[src/rtl/core/bfm_pkg.sv]
// Shared types and constants for the Bloom filter block.
// No dependencies; bfm_hash and the top level use it by scoped names.
package bfm_pkg;

    localparam logic [1:0] FN_QUERY = 2'd0;
    localparam logic [1:0] FN_ADD   = 2'd1;
    localparam logic [1:0] FN_CLEAR = 2'd2;

    localparam logic [1:0] CFG_HASH_COUNT     = 2'd0;
    localparam logic [1:0] CFG_BIT_COUNT      = 2'd1;
    localparam logic [1:0] CFG_LAYER_CAPACITY = 2'd2;

    localparam int CFG_DATA_W = 17;

    localparam logic [31:0] SEED_ONE = 32'h9747b28c;
    localparam logic [31:0] SEED_TWO = 32'h5bd1e995;
    localparam logic [31:0] C_ONE    = 32'hcc9e2d51;
    localparam logic [31:0] C_TWO    = 32'h1b873593;
    localparam logic [31:0] C_MIX    = 32'he6546b64;
    localparam logic [31:0] C_FIN1   = 32'h85ebca6b;
    localparam logic [31:0] C_FIN2   = 32'hc2b2ae35;

    typedef struct packed {
        logic [1:0]  func;
        logic [31:0] key_word;
        logic [2:0]  word_bytes;
        logic        last_word;
    } t_req;

    typedef struct packed {
        logic        maybe_present;
        logic        is_full;
        logic [15:0] element_total;
    } t_rsp;

    typedef struct packed {
        logic done;
        logic last;
    } t_hash_evt;

endpackage

[src/rtl/core/bfm_hash.sv]
// Two MurmurHash3-32 lanes that share the key scramble, plus finalization.
// Depends on bfm_pkg.
module bfm_hash (
    input  logic                 i_clk,
    input  logic                 i_rst_n,
    input  logic                 i_start,
    input  logic [31:0]          i_word,
    input  logic [2:0]           i_nbytes,
    input  logic                 i_last,
    output bfm_pkg::t_hash_evt   o_evt,
    output logic [31:0]          o_h1,
    output logic [31:0]          o_h2
);
    typedef enum logic [2:0] {
        H_IDLE, H_K1, H_K2, H_MIX, H_F1, H_F2, H_F3
    } t_hstate;

    t_hstate     r_state;
    logic [31:0] r_k, r_h1, r_h2, r_f1, r_f2;
    logic [15:0] r_len;
    logic        r_mix, r_body, r_last;
    logic [2:0]  nb;
    logic [31:0] masked, m1, m2, f1, f2, g1, g2;

    function automatic logic [31:0] mix_body(input logic [31:0] h, input logic [31:0] s);
        logic [31:0] x;
        x = h ^ s;
        x = {x[18:0], x[31:19]};
        return (x << 2) + x + bfm_pkg::C_MIX;
    endfunction

    always_comb begin
        nb = (i_nbytes > 3'd4) ? 3'd4 : i_nbytes;
        case (nb)
            3'd1:    masked = {24'd0, i_word[7:0]};
            3'd2:    masked = {16'd0, i_word[15:0]};
            3'd3:    masked = {8'd0, i_word[23:0]};
            default: masked = i_word;
        endcase
        m1 = r_body ? mix_body(r_h1, r_k) : (r_h1 ^ r_k);
        m2 = r_body ? mix_body(r_h2, r_k) : (r_h2 ^ r_k);
        f1 = r_h1 ^ {16'd0, r_len};
        f2 = r_h2 ^ {16'd0, r_len};
        f1 = f1 ^ (f1 >> 16);
        f2 = f2 ^ (f2 >> 16);
        g1 = r_f1 ^ (r_f1 >> 13);
        g2 = r_f2 ^ (r_f2 >> 13);
    end

    assign o_h1 = r_f1;
    assign o_h2 = r_f2;

    always_ff @(posedge i_clk) begin
        if (!i_rst_n) begin
            r_state <= H_IDLE;
            r_h1    <= bfm_pkg::SEED_ONE;
            r_h2    <= bfm_pkg::SEED_TWO;
            r_len   <= 16'd0;
            o_evt   <= '0;
        end else begin
            o_evt <= '0;
            case (r_state)
                H_IDLE: begin
                    if (i_start) begin
                        r_k     <= masked;
                        r_len   <= r_len + 16'(nb);
                        r_mix   <= (nb != 3'd0);
                        r_body  <= (nb == 3'd4);
                        r_last  <= i_last;
                        r_state <= H_K1;
                    end
                end
                H_K1: begin
                    r_k     <= r_k * bfm_pkg::C_ONE;
                    r_state <= H_K2;
                end
                H_K2: begin
                    r_k     <= {r_k[16:0], r_k[31:17]} * bfm_pkg::C_TWO;
                    r_state <= H_MIX;
                end
                H_MIX: begin
                    if (r_mix) begin
                        r_h1 <= m1;
                        r_h2 <= m2;
                    end
                    if (r_last) begin
                        r_state <= H_F1;
                    end else begin
                        o_evt   <= '{done: 1'b1, last: 1'b0};
                        r_state <= H_IDLE;
                    end
                end
                H_F1: begin
                    r_f1    <= f1 * bfm_pkg::C_FIN1;
                    r_f2    <= f2 * bfm_pkg::C_FIN1;
                    r_state <= H_F2;
                end
                H_F2: begin
                    r_f1    <= g1 * bfm_pkg::C_FIN2;
                    r_f2    <= g2 * bfm_pkg::C_FIN2;
                    r_state <= H_F3;
                end
                H_F3: begin
                    r_f1    <= r_f1 ^ (r_f1 >> 16);
                    r_f2    <= r_f2 ^ (r_f2 >> 16);
                    r_h1    <= bfm_pkg::SEED_ONE;
                    r_h2    <= bfm_pkg::SEED_TWO;
                    r_len   <= 16'd0;
                    o_evt   <= '{done: 1'b1, last: 1'b1};
                    r_state <= H_IDLE;
                end
                default: r_state <= H_IDLE;
            endcase
        end
    end
endmodule

[config.mk]
export PLATFORM = sky130hd
export DESIGN_NAME = bfm_hash
export DESIGN_NICKNAME = d
export VERILOG_FILES = /design/src/rtl/core/bfm_pkg.sv /design/src/rtl/core/bfm_hash.sv
export SDC_FILE = /design/constraint.sdc
export NUM_CORES = 2
export LEC_CHECK = 0
export CORE_MARGIN = 1
export CORE_UTILIZATION = 50
export DETAILED_ROUTE_END_ITERATION = 6
export DONT_BUFFER_PORTS = 1
export SYNTH_ARGS = -nofsm -noshare
export SYNTH_HDL_FRONTEND = slang
export SYNTH_SLANG_ARGS = --single-unit
export TNS_END_PERCENT = 5
[constraint.sdc]
create_clock -name i_clk -period 10.74 [get_ports i_clk]
set_clock_uncertainty 0.15 [all_clocks]
set_input_delay 0.537 -clock i_clk [delete_from_list [all_inputs] [get_ports i_clk]]
set_output_delay 0.537 -clock i_clk [all_outputs]
set_load 0.01 [all_outputs]
==> run metrics <==
top cell type's share of synthesized area=0.3536; area occupied by multi-input gates=a little over 0.05 mm²; CTS sink count=184; first-pass GRT wire length=302300 µm; Worst Path Class, Setup=reg -> reg; DRC viols=0; Post-synth EDFFs=99; share of cells above drive strength 1=0.02323; syn_area_per_cell=approximately 10 µm²; Core ar.=approximately 0.13 mm²; outcome=completed; H-tree Lvls=4; CP required=10.89 ns; drt first-iter violations=about 2900; vias in the first global route=approximately 48000; clk buf depth=2; count of pins over their slew limit=0; Finish-stage setup viols=0; yosys warns=0; type of origin of the critical path=flip-flop; fmax=between 100 and 150 MHz; Synth Flop Type=edfxtp_1; Final min period=8.526 ns; grt ovf=0; crit-path max FO=11; initial antenna violation count=3; RSZ-0062 raised after global routing=no; Hold Vio Cnt, Final=0; Core Rows=130; Worst Path Arrival=~8.7 ns; width of the die=approximately 360 µm; FILL cells=~12000; routed vias=approximately 45000; syn nets=8906; die area=0.1284 mm²; max_cap viols=0; fin crit share=0.7939; Slew HR=0.1883; Post-synth ARST share=0; Worst setup EP type=flip-flop; area delta synth->final=4.685%; Mapped Area=around 0.063 mm²; Clock transition at path regs=approximately 0.10 ns; global-route usage over all layers=0.3218; FF+latch area=about 0.0047 mm²; unique cell type count in the Yosys netlist=between 70 and 80; dominant cells by area after synthesis=fa_1 35%, ha_1 24%, inv_1 11%; DR WL/cell=24.26 µm; worst slew pin tran=~1.2 ns; Syn Inst Count=6521; post-synthesis sequential area ratio=0.07364; Clock Latency Late Sink=0.55 ns; HP Class=in -> reg; Root Driver=clkbuf_16; flop2flop setup slack=about 2.2 ns; post-synth top area cell=fa_1; port bufs=0; Final #Nets=slightly below 9000; #FFs+latches synth=184; Initial Util=0.5048; final wirelength=198900 µm; TritonRoute pass-1 iters=7; setup TNS=0 ns; RD Place Congestion=between 1 and 1.5; I/O pin cnt=~110; CTS tree=yes; Post-DRT Antenna Nets=0; largest net degree at the start of global routing=70; dpl hpwl=~170000 µm; clock buffer count from CTS=17; via/cell ratio=about 5.4; die height=358.3 µm
final timing paths:
path,start,endpoint,cells past startpoint
setup reg to reg,r_h2[16],o_h2[31],26
hold reg to reg,r_len[9],r_len[9],2
setup / recovery,r_h2[16],o_h2[31],26
hold / removal,i_word[5],r_k[5],2
placed cells by master, fill, tap and decap left out, types with 24 or more instances in the layout:
master    count
dfxtp_1      85
o21ai_0     180
nand3_1      40
edfxtp_1     99
o22ai_1      35
nand2b_1     49
a211oi_1     25
a21o_1       91
buf_4        78
a22oi_1      42
o211ai_1     28
nor3_1       48
ha_1       1225
inv_1      1860
a31oi_1      24
xnor2_1     397
fa_1       1121
a21oi_1     234
xor2_1      208
o21a_1       38
nor2_1      151
nand2_1     136
nor2b_1      27
layer usage:
| layer | vias up | GRT usage | share of wire |
|---|---|---|---|
| met5 | - | 0 | 0.000035 |
| met4 | 2 | 0.1346 | 0.049 |
| met3 | 349 | 0.04421 | 0.052 |
| met2 | 1201 | 0.5489 | 0.48 |
| met1 | 22420 | 0.4089 | 0.41 |
| li1 | 20540 | - | - |
synthesized netlist by cell type, types with 10 or more instances:
| cell type | instances |
|---|---|
| o21ai_0 | 180 |
| or2_2 | 13 |
| ha_1 | 1225 |
| or3_1 | 18 |
| mux2i_1 | 11 |
| buf_1 | 10 |
| nand4_1 | 11 |
| and3_1 | 15 |
| and2_1 | 22 |
| edfxtp_1 | 99 |
| a211oi_1 | 25 |
| nand3_1 | 40 |
| a22oi_1 | 42 |
| xnor2_1 | 397 |
| a211o_1 | 12 |
| nand2b_1 | 49 |
| clkbuf_1 | 81 |
| fa_1 | 1121 |
| o21bai_1 | 22 |
| inv_1 | 1860 |
| a221o_1 | 15 |
| nand2_1 | 139 |
| nor3_1 | 48 |
| a21o_1 | 91 |
| o22ai_1 | 35 |
| o31ai_1 | 23 |
| o21a_1 | 38 |
| nor2_1 | 153 |
| xor2_1 | 208 |
| dfxtp_1 | 85 |
| a31oi_1 | 24 |
| o211ai_1 | 28 |
| nor2b_1 | 27 |
| o221ai_1 | 15 |
| a21oi_1 | 234 |
cell type report:
| cell class | count | area share |
|---|---|---|
| diodes | 6 | 0.0002260 |
| clock buffers | 20 | 0.007193 |
| clock inverters | 12 | 0.001751 |
| inverters | 1862 | 0.1052 |
| multi-input cells | 4384 | 0.7750 |
| flip-flops and latches | 184 | 0.07035 |
| well taps | 1650 | 0.03107 |
| repair buffers | 81 | 0.009264 |
worst max-delay path, cell delays in order (launching register included):
cell and delay [ns]:
dfxtp_1 0.77, xor2_1 0.24, xnor2_1 0.63, inv_1 0.48, ha_1 0.36, inv_1 0.18
fa_1 0.44, fa_1 0.49, inv_1 0.04, ha_1 0.27, ha_1 0.29, inv_1 0.07
fa_1 0.42, fa_1 0.49, inv_1 0.04, ha_1 0.32, a21o_1 0.21, a2111oi_0 0.58
nor2_1 0.10, o21ai_0 0.18, o31ai_1 0.16, a21oi_1 0.41, o211ai_1 0.18, a31oi_1 0.23
xnor2_1 0.16, nor2_1 0.09, a211o_1 0.30
repair_timing:
| item | CTS | global route |
|---|---|---|
| gates resized for setup | 0 | 0 |
| hold endpoints to repair | 6 | 0 |
| setup endpoints to repair | 0 | 0 |
| hold buffers | 3 | 0 |
| setup buffers | 0 | 0 |
state kept, by name, indices dropped and copies added (netlist names):
signal,count
r_body,1
r_state,3
r_last,1
r_len,16
r_h1,32
r_k,32
o_h1,32
r_mix,1
r_h2,32
o_evt,2
o_h2,32
per-stage QoR:
stage	setup slack [ns]	instances	hold WS (ns)	utilization	area, µm²
finish	2.214	8199	0.03639	0.5285	66450
global route	1.791	8193	0.01442	0.5284	66430
CTS	2.280	8193	0.0008196	0.5284	66430
detailed placement	2.299	8158	0.3411	0.5234	65810
global placement	2.308	8158	0.3141	0.5234	65810
floorplan	3.152	6521	0.3081	-	63470
cells by family (layout without fill, tap and decap cells):
kind of cell / Yosys count / after routing / synth area share
adders and majority gates: 2346 / 2346 / 0.5950
DFF: 184 / 184 / 0.07364
AOI/OAI and AO/OA: 860 / 860 / 0.08750
xor gates and xnor gates: 605 / 605 / 0.08348
buffers and inverters: 1953 / 1975 / 0.1155
muxes: 13 / 13 / 0.002089
other: 0 / 6 / 0
and+or+nand+nor: 560 / 560 / 0.04277
Power is not shown: default switching activity piles up to over one toggle a cycle in this logic, so the estimate is an artifact.
