**src/rtl/core/bfm_mod.sv**
```systemverilog
// Bit-serial restoring remainder of a 32-bit value by the filter size.
// No dependencies.
module bfm_mod #(
    parameter int CW = 17
) (
    input  logic          i_clk,
    input  logic          i_rst_n,
    input  logic          i_start,
    input  logic [31:0]   i_dividend,
    input  logic [CW-1:0] i_divisor,
    output logic          o_done,
    output logic [CW-1:0] o_rem
);
    logic          r_busy;
    logic [4:0]    r_cnt;
    logic [31:0]   r_dvd;
    logic [CW-1:0] r_rem;
    logic [CW:0]   trial;

    assign trial = {r_rem, r_dvd[31]};
    assign o_rem = r_rem;

    always_ff @(posedge i_clk) begin
        if (!i_rst_n) begin
            r_busy <= 1'b0;
            o_done <= 1'b0;
        end else begin
            o_done <= 1'b0;
            if (i_start) begin
                r_busy <= 1'b1;
                r_cnt  <= 5'd0;
                r_dvd  <= i_dividend;
                r_rem  <= '0;
            end else if (r_busy) begin
                r_dvd <= {r_dvd[30:0], 1'b0};
                if (trial >= {1'b0, i_divisor}) begin
                    r_rem <= CW'(trial - {1'b0, i_divisor});
                end else begin
                    r_rem <= trial[CW-1:0];
                end
                r_cnt <= r_cnt + 5'd1;
                if (r_cnt == 5'd31) begin
                    r_busy <= 1'b0;
                    o_done <= 1'b1;
                end
            end
        end
    end
endmodule

```
**config.mk**
```make
export PLATFORM = sky130hd
export DESIGN_NAME = bfm_mod
export DESIGN_NICKNAME = d
export VERILOG_FILES = /design/src/rtl/core/bfm_mod.sv
export SDC_FILE = /design/constraint.sdc
export NUM_CORES = 1
export LEC_CHECK = 0
export BUFFER_PORTS_ARGS = -buffer_cell sky130_fd_sc_hd__buf_2
export CAP_MARGIN = 0
export CORE_UTILIZATION = 40
export DETAILED_ROUTE_END_ITERATION = 16
export GPL_TIMING_DRIVEN = 0
export HOLD_SLACK_MARGIN = 0.03
export PLACE_DENSITY_LB_ADDON = 0.05
export SLEW_MARGIN = 30
export SYNTH_ARGS = -nofsm -noshare
export SYNTH_HDL_FRONTEND = slang
export SYNTH_SLANG_ARGS = --single-unit
```
**constraint.sdc**
```tcl
create_clock -name i_clk -period 3.3 [get_ports i_clk]
set_input_delay 0 -clock i_clk [delete_from_list [all_inputs] [get_ports i_clk]]
set_output_delay 0 -clock i_clk [all_outputs]
set_load 0.03 [all_outputs]
```
==> results of run 1 <==
path summary, 6_finish.rpt:
kind / start / to / slack (ps) / depth (start not counted)
worst max-delay path: r_dvd[31]$_DFFE_PP_ / o_rem[2]$_SDFFCE_PP0P_ / 250 / 13
worst min-delay path: i_divisor[0] / o_rem[0]$_SDFFCE_PP0P_ / 230 / 4
worst max register to register: r_dvd[31]$_DFFE_PP_ / o_rem[2]$_SDFFCE_PP0P_ / 250 / 13
worst min register to register: r_busy$_SDFF_PN0_ / o_done$_SDFF_PP0_ / 500 / 1
power groups by stage:
| stage | clock network (µW) | registers [µW] | logic (µW) |
|---|---|---|---|
| after floorplan | 0 | 935 | 357 |
| after global placement | 0 | 900 | 519 |
| after detailed placement | 0 | 899 | 529 |
| after CTS | 403 | 883 | 563 |
| after global routing | 430 | 890 | 620 |
| final | 384 | 882 | 556 |
sequential cells by signal (all words and copies together) (netlist names):
| register | count |
|---|---|
| o_rem | 17 |
| r_cnt | 5 |
| r_dvd | 32 |
| o_done | 1 |
| r_busy | 1 |
routing by layer:
metal / vias to the layer above / track usage (%) / wire length, µm
met5: - / 0 / 0
met4: 0 / 2.69 / 53
met3: 6 / 2.76 / 230
met2: 45 / 25.6 / 3100
met1: 1166 / 24.5 / 3580
li1: 1266 / - / -
worst reg2reg max path, delay by kind of cell (launching register included):
family                   cells  cell delay (ps)
AO/OA/AOI/OAI                5             1100
multiplexers                 1              150
AND/OR/NAND/NOR              1               60
flip-flops                   1              370
adder cells (fa/ha/maj)      2              620
buffers and inverters        4              490
cell usage in the layout, fill, tap and decap left out, drive strengths merged, types with 2 or more instances in the layout:
master	instances
nand3	6
nor3	2
nor2b	7
a31oi	3
a21oi	10
xnor2	9
o21a	4
edfxtp	54
dfxtp	2
and2	2
xor2	7
a21o	4
inv	21
a211o	2
o21ai	6
o211ai	3
buf	73
ha	19
nand2	16
nand4	2
clkbuf	11
mux2i	13
nor2	32
and3	5
o31ai	2
a211oi	6
mux2	31
dlygate4sd3	33
cells by family after synthesis:
| logic type | after synthesis |
|---|---|
| buffers and inverters | 30 |
| xor gates and xnor gates | 16 |
| and+or+nand+nor | 76 |
| DFF | 56 |
| adders and majority gates | 20 |
| AOI/OAI and AO/OA | 45 |
| muxes | 44 |
timing repair:
| item | 4_1_cts | 5_1_grt |
|---|---|---|
| hold buffers | 33 | 0 |
| endpoints found under the setup margin | 0 | 5 |
| hold endpoints to repair | 33 | 0 |
| resized for setup | 0 | 0 |
| setup buffers | 0 | 0 |
through the flow:
step                      cell area [µm²]  total power, µW  hold WS [ps]  worst slack, ps  util, %
after floorplan                      3350             1290           153              521        -
after global placement               3820             1420           255              187     46.8
after detailed placement             3850             1430           268              185     47.1
after CTS                            4270             1850           232              162     52.3
after global routing                 4270             1940           277             12.6     52.3
final                                4270             1820           233              254     52.3
cell type report:
class | instances | area (µm²)
Tap cell | 105 | 131
Multi-Input combinational cell | 201 | 1570
Clock buffer | 5 | 68.8
Fill cell | 761 | 3900
Inverter | 20 | 75.1
Clock inverter | 3 | 21.3
Timing Repair Buffer | 102 | 691
Sequential cell | 56 | 1660
Buffer | 10 | 55.1
==> qor.json, run 1 <==
{
  "outcome": {"value": "completed"},
  "place.detailed.instances": {"value": 461},
  "clock_tree_from_tritoncts": {"value": "yes"},
  "synthesis.area_per_instance": {"value": 11.7, "unit": "µm²"},
  "total_iterations_of_the_first_detailed_routing_run": {"value": 4},
  "power.switching": {"value": 560, "unit": "µW"},
  "worst_skew_pair.late_latency": {"value": 310, "unit": "ps"},
  "syn-cell-area": {"value": 0.00335, "unit": "mm²"},
  "start_kind": {"value": "flip-flop"},
  "numPortBuffers": {"value": 68},
  "pin_count_of_the_biggest_net_entering_global_routing": {"value": 35},
  "synth-seq-cells": {"value": 56},
  "grt_setup_unrepaired": {"value": "false"},
  "synth_top_cells_by_count": {"value": "edfxtp_1 (54), nor2_1 (32), mux2_2 (31)"},
  "totalWireLength": {"value": 6.96, "unit": "mm"},
  "maxCapViolCount": {"value": 0},
  "clk_pin_slew": {"value": 100, "unit": "ps"},
  "synthesis.yosys.warnings": {"value": 0},
  "grt_first_pass_wirelength": {"value": 11.3, "unit": "mm"},
  "ios": {"value": 70},
  "std_cell_rows": {"value": 33},
  "critical-path-max-stage-delay": {"value": 440, "unit": "ps"},
  "globalRoute.totalOverflow": {"value": 0},
  "antenna_violations_before_repair": {"value": 0},
  "power.share.sequential": {"value": 48.4, "unit": "%"},
  "synth_ff_type": {"value": "edfxtp_1"},
  "final_layout_size_suffix_gt1_share": {"value": 30.2, "unit": "%"},
  "synthXorXnorAreaFrac": {"value": 4.18, "unit": "%"},
  "share_clk_of_total_power": {"value": 21.1, "unit": "%"},
  "timing.critical_path.slowest_stage_cell": {"value": "fa_1"},
  "arrival": {"value": 3090, "unit": "ps"},
  "timing.critical_path.to_type": {"value": "flip-flop"},
  "period_minus_slack": {"value": 3050, "unit": "ps"},
  "wire_per_inst": {"value": 13.9, "unit": "µm"},
  "worst-setup-path-type": {"value": "flip-flop to flip-flop"},
  "antenna_violating_nets_post_route": {"value": 0},
  "synth_compound_area_share": {"value": 10.0, "unit": "%"},
  "finish.net_count": {"value": 468},
  "swShare": {"value": 30.8, "unit": "%"},
  "cts.path.max_buffers": {"value": 2},
  "yosysTopAreaCell": {"value": "edfxtp_1"},
  "core_area": {"value": 0.00818, "unit": "mm²"},
  "finalClockSkew": {"value": 7.97, "unit": "ps"},
  "multiplexer_share_of_the_synthesized_area": {"value": 14.3, "unit": "%"},
  "ir_drop": {"value": 0.200, "unit": "mV"},
  "synthesis.nets": {"value": 359},
  "leading_cell_type_by_number_of_instances_after_synthesis": {"value": "edfxtp_1"},
  "die-height": {"value": 93.6, "unit": "µm"},
  "maxSlewHeadroom": {"value": 58.9, "unit": "%"},
  "leakagePower": {"value": 0.00183, "unit": "µW"},
  "synth_edf_count": {"value": 54},
  "dieArea": {"value": 0.00875, "unit": "mm²"},
  "root_buffer": {"value": "clkbuf_8"},
  "crit_buf_inv": {"value": 4},
  "synthCells": {"value": 287},
  "synth_top_family_by_area": {"value": "multiplexers"},
  "worstHoldPathType": {"value": "primary input to flip-flop"},
  "crit_path_cell_trace": {"value": "inv_1 -> ha_1 -> inv_1 -> fa_1 -> a211oi_2 -> o21ai_1 -> a211oi_2 -> o31ai_2 -> a211o_1 -> buf_6 -> buf_6 -> mux2i_1 -> nor2_1"},
  "drtIter0Drc": {"value": 88},
  "worstMarginPinSlew": {"value": 617, "unit": "ps"},
  "gpl_wtd_cong": {"value": 0.809},
  "cellInternalPower": {"value": 1260, "unit": "µW"},
  "timing.final.crit_share": {"value": 92.3, "unit": "%"},
  "setup-violations-final": {"value": 0},
  "numClockSinks": {"value": 56},
  "vias_per_cell": {"value": 4.95},
  "fin_tns_setup": {"value": 0, "unit": "ps"},
  "post-synth-top-area-fraction": {"value": 48.4, "unit": "%"},
  "worst-path-max-fanout": {"value": 10},
  "synth_sequential_area_ratio": {"value": 49.6, "unit": "%"},
  "antenna-diode-count": {"value": 0},
  "die_width": {"value": 93.6, "unit": "µm"},
  "tritoncts.num_buffers": {"value": 5},
  "timing_max_transition_violations_final": {"value": 0},
  "dp_hpwl": {"value": 5.09, "unit": "mm"},
  "async_reset_ff_share": {"value": 0, "unit": "%"},
  "ys_types": {"value": 40},
  "detailroute.via_count": {"value": 2483},
  "drcViolationCount": {"value": 0},
  "grt_pass1_vias": {"value": 2327},
  "floorplan.initialDensity": {"value": 41.0, "unit": "%"},
  "cpLargestDelayFamily": {"value": "compound AO/OA/AOI/OAI gates"},
  "synth_simple_gate_area_share": {"value": 10.4, "unit": "%"},
  "synthTopCellsByArea": {"value": "edfxtp_1 (48%), mux2_2 (10%), ha_1 (7.1%)"},
  "finalHoldViolCount": {"value": 0},
  "combinational_power_share": {"value": 30.5, "unit": "%"},
  "final-instance-count-excl-fill": {"value": 502},
  "synth_adder_area_share": {"value": 7.69, "unit": "%"},
  "clock.fmax": {"value": 0.328, "unit": "GHz"},
  "powerDensity": {"value": 427, "unit": "mW/mm²"},
  "htree_levels": {"value": 2},
  "grt_util_all_layers": {"value": 16.5, "unit": "%"},
  "area_growth_syn_to_layout": {"value": 27.4, "unit": "%"},
  "required": {"value": 3350, "unit": "ps"}
}
Power figures use the tool's default switching activity.
==> run 2, diff against run 1 <==
==> constraint.sdc (replaced) <==
create_clock -name i_clk -period 3.3 [get_ports i_clk]
set_input_delay 0.165 -clock i_clk [delete_from_list [all_inputs] [get_ports i_clk]]
set_output_delay 0.165 -clock i_clk [all_outputs]
set_load 0.03 [all_outputs]
==> run 2 against run 1 <==
  * Via count down 5.3%
  * Register-to-register slack barely moved
  * Clock power is essentially flat
  * Worst setup slack improved by 0.55 ps
  * First-iteration DRC count down 8.0%
==> qor.json, run 2 (synthesis gave the netlist of run 1 again) <==
{
  "required": {"value": 3350, "unit": "ps", "change": "about the same"},
  "commonest_non_fill_non_tap_cell_in_the_layout": {"value": "buf_2"},
  "ff2ff_setup_slack": {"value": 250, "unit": "ps", "change": "about the same"},
  "antenna_violating_nets_post_route": {"value": 0, "change": "unchanged"},
  "floorplan.initialDensity": {"value": 41.0, "unit": "%", "change": "unchanged"},
  "worst-path-max-fanout": {"value": 10, "change": "unchanged"},
  "fin_worst_hold_slack": {"value": 114, "unit": "ps", "change": "-120 ps"},
  "gpl_wtd_cong": {"value": 0.809, "change": "unchanged"},
  "min-delay-start": {"value": "i_rst_n"},
  "total_iterations_of_the_first_detailed_routing_run": {"value": 4, "change": "unchanged"},
  "finalClockSkew": {"value": 6.96, "unit": "ps", "change": "-1.01 ps"},
  "ir_drop": {"value": 0.194, "unit": "mV", "change": "-3.0%"},
  "share_clk_of_total_power": {"value": 21.4, "unit": "%", "change": "+0.3 points"},
  "finish.net_count": {"value": 435, "change": "-7.1%"},
  "power.switching": {"value": 556, "unit": "µW", "change": "-0.87%"},
  "clock_tree_from_tritoncts": {"value": "yes"},
  "numClockSinks": {"value": 56, "change": "unchanged"},
  "grt_pass1_vias": {"value": 2213, "change": "-4.9%"},
  "multi_input_area": {"value": 0.00157, "unit": "mm²", "change": "unchanged"},
  "fin_total_pwr": {"value": 1790, "unit": "µW", "change": "-1.7%"},
  "most-common-layout-cells": {"value": "buf_2 (70), edfxtp_1 (54), nor2_1 (32), mux2_2 (31), inv_1 (20)"},
  "worstHoldPathType": {"value": "primary input to flip-flop"},
  "root_buffer": {"value": "clkbuf_8"},
  "vias_per_cell": {"value": 5.01, "change": "+1.3%"},
  "start_kind": {"value": "flip-flop"},
  "final-instance-count-excl-fill": {"value": 469, "change": "-6.6%"},
  "drcViolationCount": {"value": 0, "change": "unchanged"},
  "leakagePower": {"value": 0.00169, "unit": "µW", "change": "-7.5%"},
  "clock.fmax": {"value": 0.328, "unit": "GHz", "change": "about the same"},
  "crit_buf_inv": {"value": 4, "change": "unchanged"},
  "crit-reg2reg-capture": {"value": "o_rem[2]$_SDFFCE_PP0P_"},
  "htree_levels": {"value": 2, "change": "unchanged"},
  "antenna-diode-count": {"value": 0, "change": "unchanged"},
  "wire_per_inst": {"value": 14.4, "unit": "µm", "change": "+3.8%"},
  "period_minus_slack": {"value": 3050, "unit": "ps", "change": "-0.555 ps"},
  "pin_count_of_the_biggest_net_entering_global_routing": {"value": 35, "change": "unchanged"},
  "register_area": {"value": 0.00166, "unit": "mm²", "change": "unchanged"},
  "worst-setup-path-type": {"value": "flip-flop to flip-flop"},
  "worst_skew_pair.late_latency": {"value": 310, "unit": "ps", "change": "about the same"},
  "maxCapViolCount": {"value": 0, "change": "unchanged"},
  "ios": {"value": 70, "change": "unchanged"},
  "dieArea": {"value": 0.00875, "unit": "mm²", "change": "unchanged"},
  "r2r_cells": {"value": 13, "change": "unchanged"},
  "largest_reg_flops": {"value": 32, "change": "unchanged"},
  "final_layout_size_suffix_gt1_share": {"value": 33.0, "unit": "%", "change": "+2.7 points"},
  "worst_reg2reg_path_startpoint": {"value": "r_dvd[31]$_DFFE_PP_"},
  "post-cts-setup-buffer-count": {"value": 0, "change": "unchanged"},
  "globalRoute.totalOverflow": {"value": 0, "change": "unchanged"},
  "tritoncts.num_buffers": {"value": 5, "change": "unchanged"},
  "cpLargestDelayFamily": {"value": "compound AO/OA/AOI/OAI gates"},
  "grt_setup_unrepaired": {"value": "false"},
  "power.share.sequential": {"value": 49.2, "unit": "%", "change": "+0.8 points"},
  "dp_hpwl": {"value": 5.09, "unit": "mm", "change": "unchanged"},
  "worstHoldPathCells": {"value": 2, "change": "-2"},
  "antenna_violations_before_repair": {"value": 0, "change": "unchanged"},
  "min_to": {"value": "o_done$_SDFF_PP0_"},
  "die-height": {"value": 93.6, "unit": "µm", "change": "unchanged"},
  "timing.critical_path.slowest_stage_cell": {"value": "fa_1"},
  "cts.hold.buffers_added": {"value": 0, "change": "-100%"},
  "place.detailed.instances": {"value": 461, "change": "unchanged"},
  "post_cts_resized": {"value": 0, "change": "unchanged"},
  "core_area": {"value": 0.00818, "unit": "mm²", "change": "unchanged"},
  "timing_max_transition_violations_final": {"value": 0, "change": "unchanged"},
  "crit_path_cell_trace": {"value": "inv_1 -> ha_1 -> inv_1 -> fa_1 -> a211oi_2 -> o21ai_1 -> a211oi_2 -> o31ai_2 -> a211o_1 -> buf_6 -> buf_6 -> mux2i_1 -> nor2_1"},
  "std_cell_rows": {"value": 33, "change": "unchanged"},
  "cellInternalPower": {"value": 1240, "unit": "µW", "change": "-2.0%"},
  "swShare": {"value": 31.0, "unit": "%", "change": "+0.25 points"},
  "numPortBuffers": {"value": 68, "change": "unchanged"},
  "finalHoldViolCount": {"value": 0, "change": "unchanged"},
  "maxSlewHeadroom": {"value": 58.8, "unit": "%", "change": "-0.090 points"},
  "combinational_power_share": {"value": 29.3, "unit": "%", "change": "-1.2 points"},
  "clk_pin_slew": {"value": 100, "unit": "ps", "change": "about the same"},
  "drtIter0Drc": {"value": 81, "change": "-8.0%"},
  "fin_tns_setup": {"value": 0, "unit": "ps", "change": "unchanged"},
  "outcome": {"value": "completed"},
  "critical-path-max-stage-delay": {"value": 440, "unit": "ps", "change": "about the same"},
  "totalWireLength": {"value": 6.75, "unit": "mm", "change": "-3.0%"},
  "detailroute.via_count": {"value": 2351, "change": "-5.3%"},
  "setup-violations-final": {"value": 0, "change": "unchanged"},
  "grt_first_pass_wirelength": {"value": 10.9, "unit": "mm", "change": "-3.3%"},
  "powerDensity": {"value": 455, "unit": "mW/mm²", "change": "+6.6%"},
  "arrival": {"value": 3090, "unit": "ps", "change": "about the same"},
  "top_register": {"value": "r_dvd"},
  "worstMarginPinSlew": {"value": 618, "unit": "ps", "change": "+1.35 ps"},
  "die_width": {"value": 93.6, "unit": "µm", "change": "unchanged"},
  "area_growth_syn_to_layout": {"value": 17.6, "unit": "%"},
  "timing.final.crit_share": {"value": 92.3, "unit": "%", "change": "about the same"},
  "timing.critical_path.to_type": {"value": "flip-flop"},
  "grt_util_all_layers": {"value": 16.0, "unit": "%", "change": "-0.47 points"},
  "fillers": {"value": 783, "change": "+2.9%"},
  "final_core_utilization": {"value": 48.2, "unit": "%", "change": "-4.0 points"},
  "cts.path.max_buffers": {"value": 2, "change": "unchanged"}
}
-- run 2: layer usage --
metal | wire length, µm | vias to the layer above | GRT usage (%)
li1 | - | 1199 | -
met1 | 3510 | 1105 | 23.9
met2 | 2970 | 41 | 24.6
met3 | 228 | 6 | 2.85
met4 | 53 | 0 | 2.69
met5 | 0 | - | 0
-- run 2: power by group through the flow --
stage / combinational [µW] / clock (µW) / sequential [µW]
after floorplan: 357 / 0 / 935
after global placement: 519 / 0 / 900
after detailed placement: 529 / 0 / 899
after CTS: 533 / 403 / 883
after global routing: 587 / 430 / 890
final: 526 / 384 / 882
-- run 2: how the worst max path moves through the flow --
stage / cells after the start / endpoint / slack (ps) / startpoint
after floorplan: 10 / o_rem[14]$_SDFFCE_PP0P_ / 520 / o_rem[0]$_SDFFCE_PP0P_
after global placement: 13 / o_rem[14]$_SDFFCE_PP0P_ / 190 / r_dvd[31]$_DFFE_PP_
after detailed placement: 13 / o_rem[14]$_SDFFCE_PP0P_ / 180 / r_dvd[31]$_DFFE_PP_
after CTS: 13 / o_rem[14]$_SDFFCE_PP0P_ / 160 / r_dvd[31]$_DFFE_PP_
after global routing: 13 / o_rem[14]$_SDFFCE_PP0P_ / 10 / r_dvd[31]$_DFFE_PP_
final: 13 / o_rem[2]$_SDFFCE_PP0P_ / 250 / r_dvd[31]$_DFFE_PP_
-- run 2: per-stage QoR --
stage / setup WS, ps / cell area (µm²)
detailed placement: 185 / 3850
global route: 12.6 / 3940
finish: 254 / 3940
global placement: 187 / 3820
floorplan: 521 / 3350
CTS: 162 / 3940
-- run 2: cell type report --
class | instances | area share (%)
plain buffers | 10 | 1.40
multi-input cells | 201 | 39.8
flip-flops and latches | 56 | 42.1
clock buffers | 5 | 1.75
well taps | 105 | 3.33
inverters | 20 | 1.90
clock inverters | 3 | 0.540
repair buffers | 69 | 9.14
==> run 3, diff against run 2 <==
--- a/config.mk
+++ b/config.mk
@@ -7,6 +7,8 @@
 export LEC_CHECK = 0
 export BUFFER_PORTS_ARGS = -buffer_cell sky130_fd_sc_hd__buf_2
 export CAP_MARGIN = 0
+export CELL_PAD_IN_SITES_DETAIL_PLACEMENT = 0
+export CELL_PAD_IN_SITES_GLOBAL_PLACEMENT = 1
 export CORE_UTILIZATION = 40
 export DETAILED_ROUTE_END_ITERATION = 16
 export GPL_TIMING_DRIVEN = 0
==> run 3 against run 2 <==
  * Total power increased by 0.53%
  * Critical path type unchanged
  * Global-route usage decreased by 0.087 points
  * Register-to-register slack got worse by 30 ps
  * Sequential share of layout area unchanged
  * Worst setup slack got worse by 31 ps
  * Clock skew decreased by 1.2 ps
  * Non-clock buffer count unchanged
==> qor.json, run 3 (synthesis gave the netlist of run 1 again) <==
{
  "grt_first_pass_wirelength": {"value": 10.8, "unit": "mm", "change": "-1.3%"},
  "tritoncts.num_buffers": {"value": 5, "change": "unchanged"},
  "largest_reg_flops": {"value": 32, "change": "unchanged"},
  "wire_per_inst": {"value": 14.2, "unit": "µm", "change": "-1.4%"},
  "post_cts_resized": {"value": 0, "change": "unchanged"},
  "numPortBuffers": {"value": 68, "change": "unchanged"},
  "worstMarginPinSlew": {"value": 616, "unit": "ps", "change": "-1.80 ps"},
  "ff2ff_setup_slack": {"value": 220, "unit": "ps", "change": "-30 ps"},
  "worst-path-max-fanout": {"value": 10, "change": "unchanged"},
  "cts.hold.buffers_added": {"value": 0, "change": "unchanged"},
  "crit-reg2reg-capture": {"value": "o_rem[14]$_SDFFCE_PP0P_"},
  "root_buffer": {"value": "clkbuf_8"},
  "maxCapViolCount": {"value": 0, "change": "unchanged"},
  "cpLargestDelayFamily": {"value": "compound AO/OA/AOI/OAI gates"},
  "start_kind": {"value": "flip-flop"},
  "htree_levels": {"value": 2, "change": "unchanged"},
  "detailed_place.area": {"value": 0.00385, "unit": "mm²", "change": "unchanged"},
  "detailroute.via_count": {"value": 2299, "change": "-2.2%"},
  "cts.path.max_buffers": {"value": 2, "change": "unchanged"},
  "multi_input_area": {"value": 0.00157, "unit": "mm²", "change": "unchanged"},
  "timing.critical_path.to_type": {"value": "flip-flop"},
  "ir_drop": {"value": 0.201, "unit": "mV", "change": "+3.6%"},
  "finish.net_count": {"value": 435, "change": "unchanged"},
  "timing_max_transition_violations_final": {"value": 0, "change": "unchanged"},
  "commonest_non_fill_non_tap_cell_in_the_layout": {"value": "buf_2"},
  "area_growth_syn_to_layout": {"value": 17.6, "unit": "%", "change": "unchanged"},
  "grt_setup_unrepaired": {"value": "false"},
  "worstHoldPathCells": {"value": 2, "change": "unchanged"},
  "powerDensity": {"value": 457, "unit": "mW/mm²", "change": "+0.53%"},
  "setup-violations-final": {"value": 0, "change": "unchanged"},
  "critical-path-max-stage-delay": {"value": 420, "unit": "ps", "change": "-20 ps"},
  "min-delay-start": {"value": "i_rst_n"},
  "grt_util_all_layers": {"value": 16.0, "unit": "%", "change": "-0.087 points"},
  "place.detailed.instances": {"value": 461, "change": "unchanged"},
  "std_cell_rows": {"value": 33, "change": "unchanged"},
  "final-instance-count-excl-fill": {"value": 469, "change": "unchanged"},
  "pin_count_of_the_biggest_net_entering_global_routing": {"value": 34, "change": "-2.9%"},
  "leakagePower": {"value": 0.00169, "unit": "µW", "change": "about the same"},
  "globalRoute.totalOverflow": {"value": 0, "change": "unchanged"},
  "antenna_violating_nets_post_route": {"value": 0, "change": "unchanged"},
  "die_width": {"value": 93.6, "unit": "µm", "change": "unchanged"},
  "timing.final.crit_share": {"value": 93.2, "unit": "%", "change": "+0.93 points"},
  "vias_per_cell": {"value": 4.90, "change": "-2.2%"},
  "most-common-layout-cells": {"value": "buf_2 (70), edfxtp_1 (54), nor2_1 (32), mux2_2 (31), inv_1 (20)"},
  "register_area": {"value": 0.00166, "unit": "mm²", "change": "unchanged"},
  "finalClockSkew": {"value": 5.71, "unit": "ps", "change": "-1.25 ps"},
  "totalWireLength": {"value": 6.66, "unit": "mm", "change": "-1.4%"},
  "clock_tree_from_tritoncts": {"value": "yes"},
  "post-route-cell-area": {"value": 0.00394, "unit": "mm²", "change": "unchanged"},
  "dp_hpwl": {"value": 4.98, "unit": "mm", "change": "-2.3%"},
  "numClockSinks": {"value": 56, "change": "unchanged"},
  "ios": {"value": 70, "change": "unchanged"},
  "min_to": {"value": "o_done$_SDFF_PP0_"},
  "dieArea": {"value": 0.00875, "unit": "mm²", "change": "unchanged"},
  "worst_skew_pair.late_latency": {"value": 310, "unit": "ps", "change": "about the same"},
  "clk_pin_slew": {"value": 110, "unit": "ps", "change": "about the same"},
  "worstHoldPathType": {"value": "primary input to flip-flop"},
  "arrival": {"value": 3130, "unit": "ps", "change": "+40 ps"},
  "drcViolationCount": {"value": 0, "change": "unchanged"},
  "drtIter0Drc": {"value": 50, "change": "-38%"},
  "top_register": {"value": "r_dvd"},
  "floorplan.initialDensity": {"value": 41.0, "unit": "%", "change": "unchanged"},
  "crit_path_cell_trace": {"value": "inv_1 -> ha_1 -> inv_1 -> fa_1 -> a211oi_2 -> o21ai_1 -> a211oi_2 -> o31ai_2 -> a211o_1 -> buf_6 -> buf_6 -> mux2i_1 -> nor2_1"},
  "finalHoldViolCount": {"value": 0, "change": "unchanged"},
  "antenna-diode-count": {"value": 0, "change": "unchanged"},
  "total_iterations_of_the_first_detailed_routing_run": {"value": 4, "change": "unchanged"},
  "final_layout_size_suffix_gt1_share": {"value": 32.7, "unit": "%", "change": "-0.27 points"},
  "antenna_violations_before_repair": {"value": 0, "change": "unchanged"},
  "post-cts-setup-buffer-count": {"value": 0, "change": "unchanged"},
  "worst-setup-path-type": {"value": "flip-flop to flip-flop"},
  "die-height": {"value": 93.6, "unit": "µm", "change": "unchanged"},
  "clock.fmax": {"value": 0.325, "unit": "GHz", "change": "-0.99%"},
  "crit_buf_inv": {"value": 4, "change": "unchanged"},
  "worst_reg2reg_path_startpoint": {"value": "r_dvd[31]$_DFFE_PP_"},
  "period_minus_slack": {"value": 3080, "unit": "ps", "change": "+30.6 ps"},
  "r2r_cells": {"value": 13, "change": "unchanged"},
  "fin_tns_setup": {"value": 0, "unit": "ps", "change": "unchanged"},
  "grt_pass1_vias": {"value": 2279, "change": "+3.0%"},
  "fillers": {"value": 809, "change": "+3.3%"},
  "timing.critical_path.slowest_stage_cell": {"value": "fa_1"},
  "gpl_wtd_cong": {"value": 0.799, "change": "-1.3%"},
  "core_area": {"value": 0.00818, "unit": "mm²", "change": "unchanged"},
  "outcome": {"value": "completed"},
  "required": {"value": 3360, "unit": "ps", "change": "about the same"},
  "maxSlewHeadroom": {"value": 58.9, "unit": "%", "change": "+0.12 points"}
}
==> run 3: cell count changes in the layout (fill, tap and decap cells not counted), sizes merged <==
cell and change:
clkinv -1, inv +1, clkinvlp -1, clkbuf +1
==> run 3: report_power, final <==
part	internal (µW)	total (µW)	switching, µW
registers	853	880	26.6
clock network	156	396	239
logic	231	526	295
total	1240	1800	561
==> run 3: final cells by class <==
class	count	share of cell area (%)
buffer	10	1.40
inverter	20	1.90
timing repair buffer	69	9.14
clock inverter	2	0.444
tap	105	3.33
sequential	56	42.1
clock buffer	6	1.84
multi-input combinational	201	39.8
==> run 3: worst max path at each step <==
| stage | start | depth (start not counted) | slack (ps) | end |
|---|---|---|---|---|
| floorplan | o_rem[0]$_SDFFCE_PP0P_ | 10 | 520 | o_rem[14]$_SDFFCE_PP0P_ |
| global placement | r_dvd[31]$_DFFE_PP_ | 13 | 180 | o_rem[14]$_SDFFCE_PP0P_ |
| detailed placement | r_dvd[31]$_DFFE_PP_ | 13 | 180 | o_rem[14]$_SDFFCE_PP0P_ |
| CTS | r_dvd[31]$_DFFE_PP_ | 13 | 140 | o_rem[14]$_SDFFCE_PP0P_ |
| global route | r_dvd[31]$_DFFE_PP_ | 13 | 5 | o_rem[14]$_SDFFCE_PP0P_ |
| finish | r_dvd[31]$_DFFE_PP_ | 13 | 220 | o_rem[14]$_SDFFCE_PP0P_ |
==> run 3: layer usage <==
metal | vias up | global-route usage [%] | routed length [µm]
met4 | 0 | 4.62 | 71
met2 | 42 | 26.0 | 3180
li1 | 1196 | - | -
met3 | 4 | 4.55 | 345
met5 | - | 0 | 0
met1 | 1057 | 20.6 | 3060
==> run 3: metrics by stage <==
| stage | setup WS (ps) | hold WS [ps] | power [µW] | utilization, % |
|---|---|---|---|---|
| 3_5_place_dp | 176 | 442 | 1430 | 47.1 |
| 2_1_floorplan | 521 | 318 | 1290 | - |
| 5_1_grt | 4.94 | 115 | 1910 | 48.2 |
| 4_1_cts | 142 | 102 | 1840 | 48.2 |
| 3_3_place_gp | 177 | 414 | 1420 | 46.8 |
| 6_report | 224 | 114 | 1800 | 48.2 |
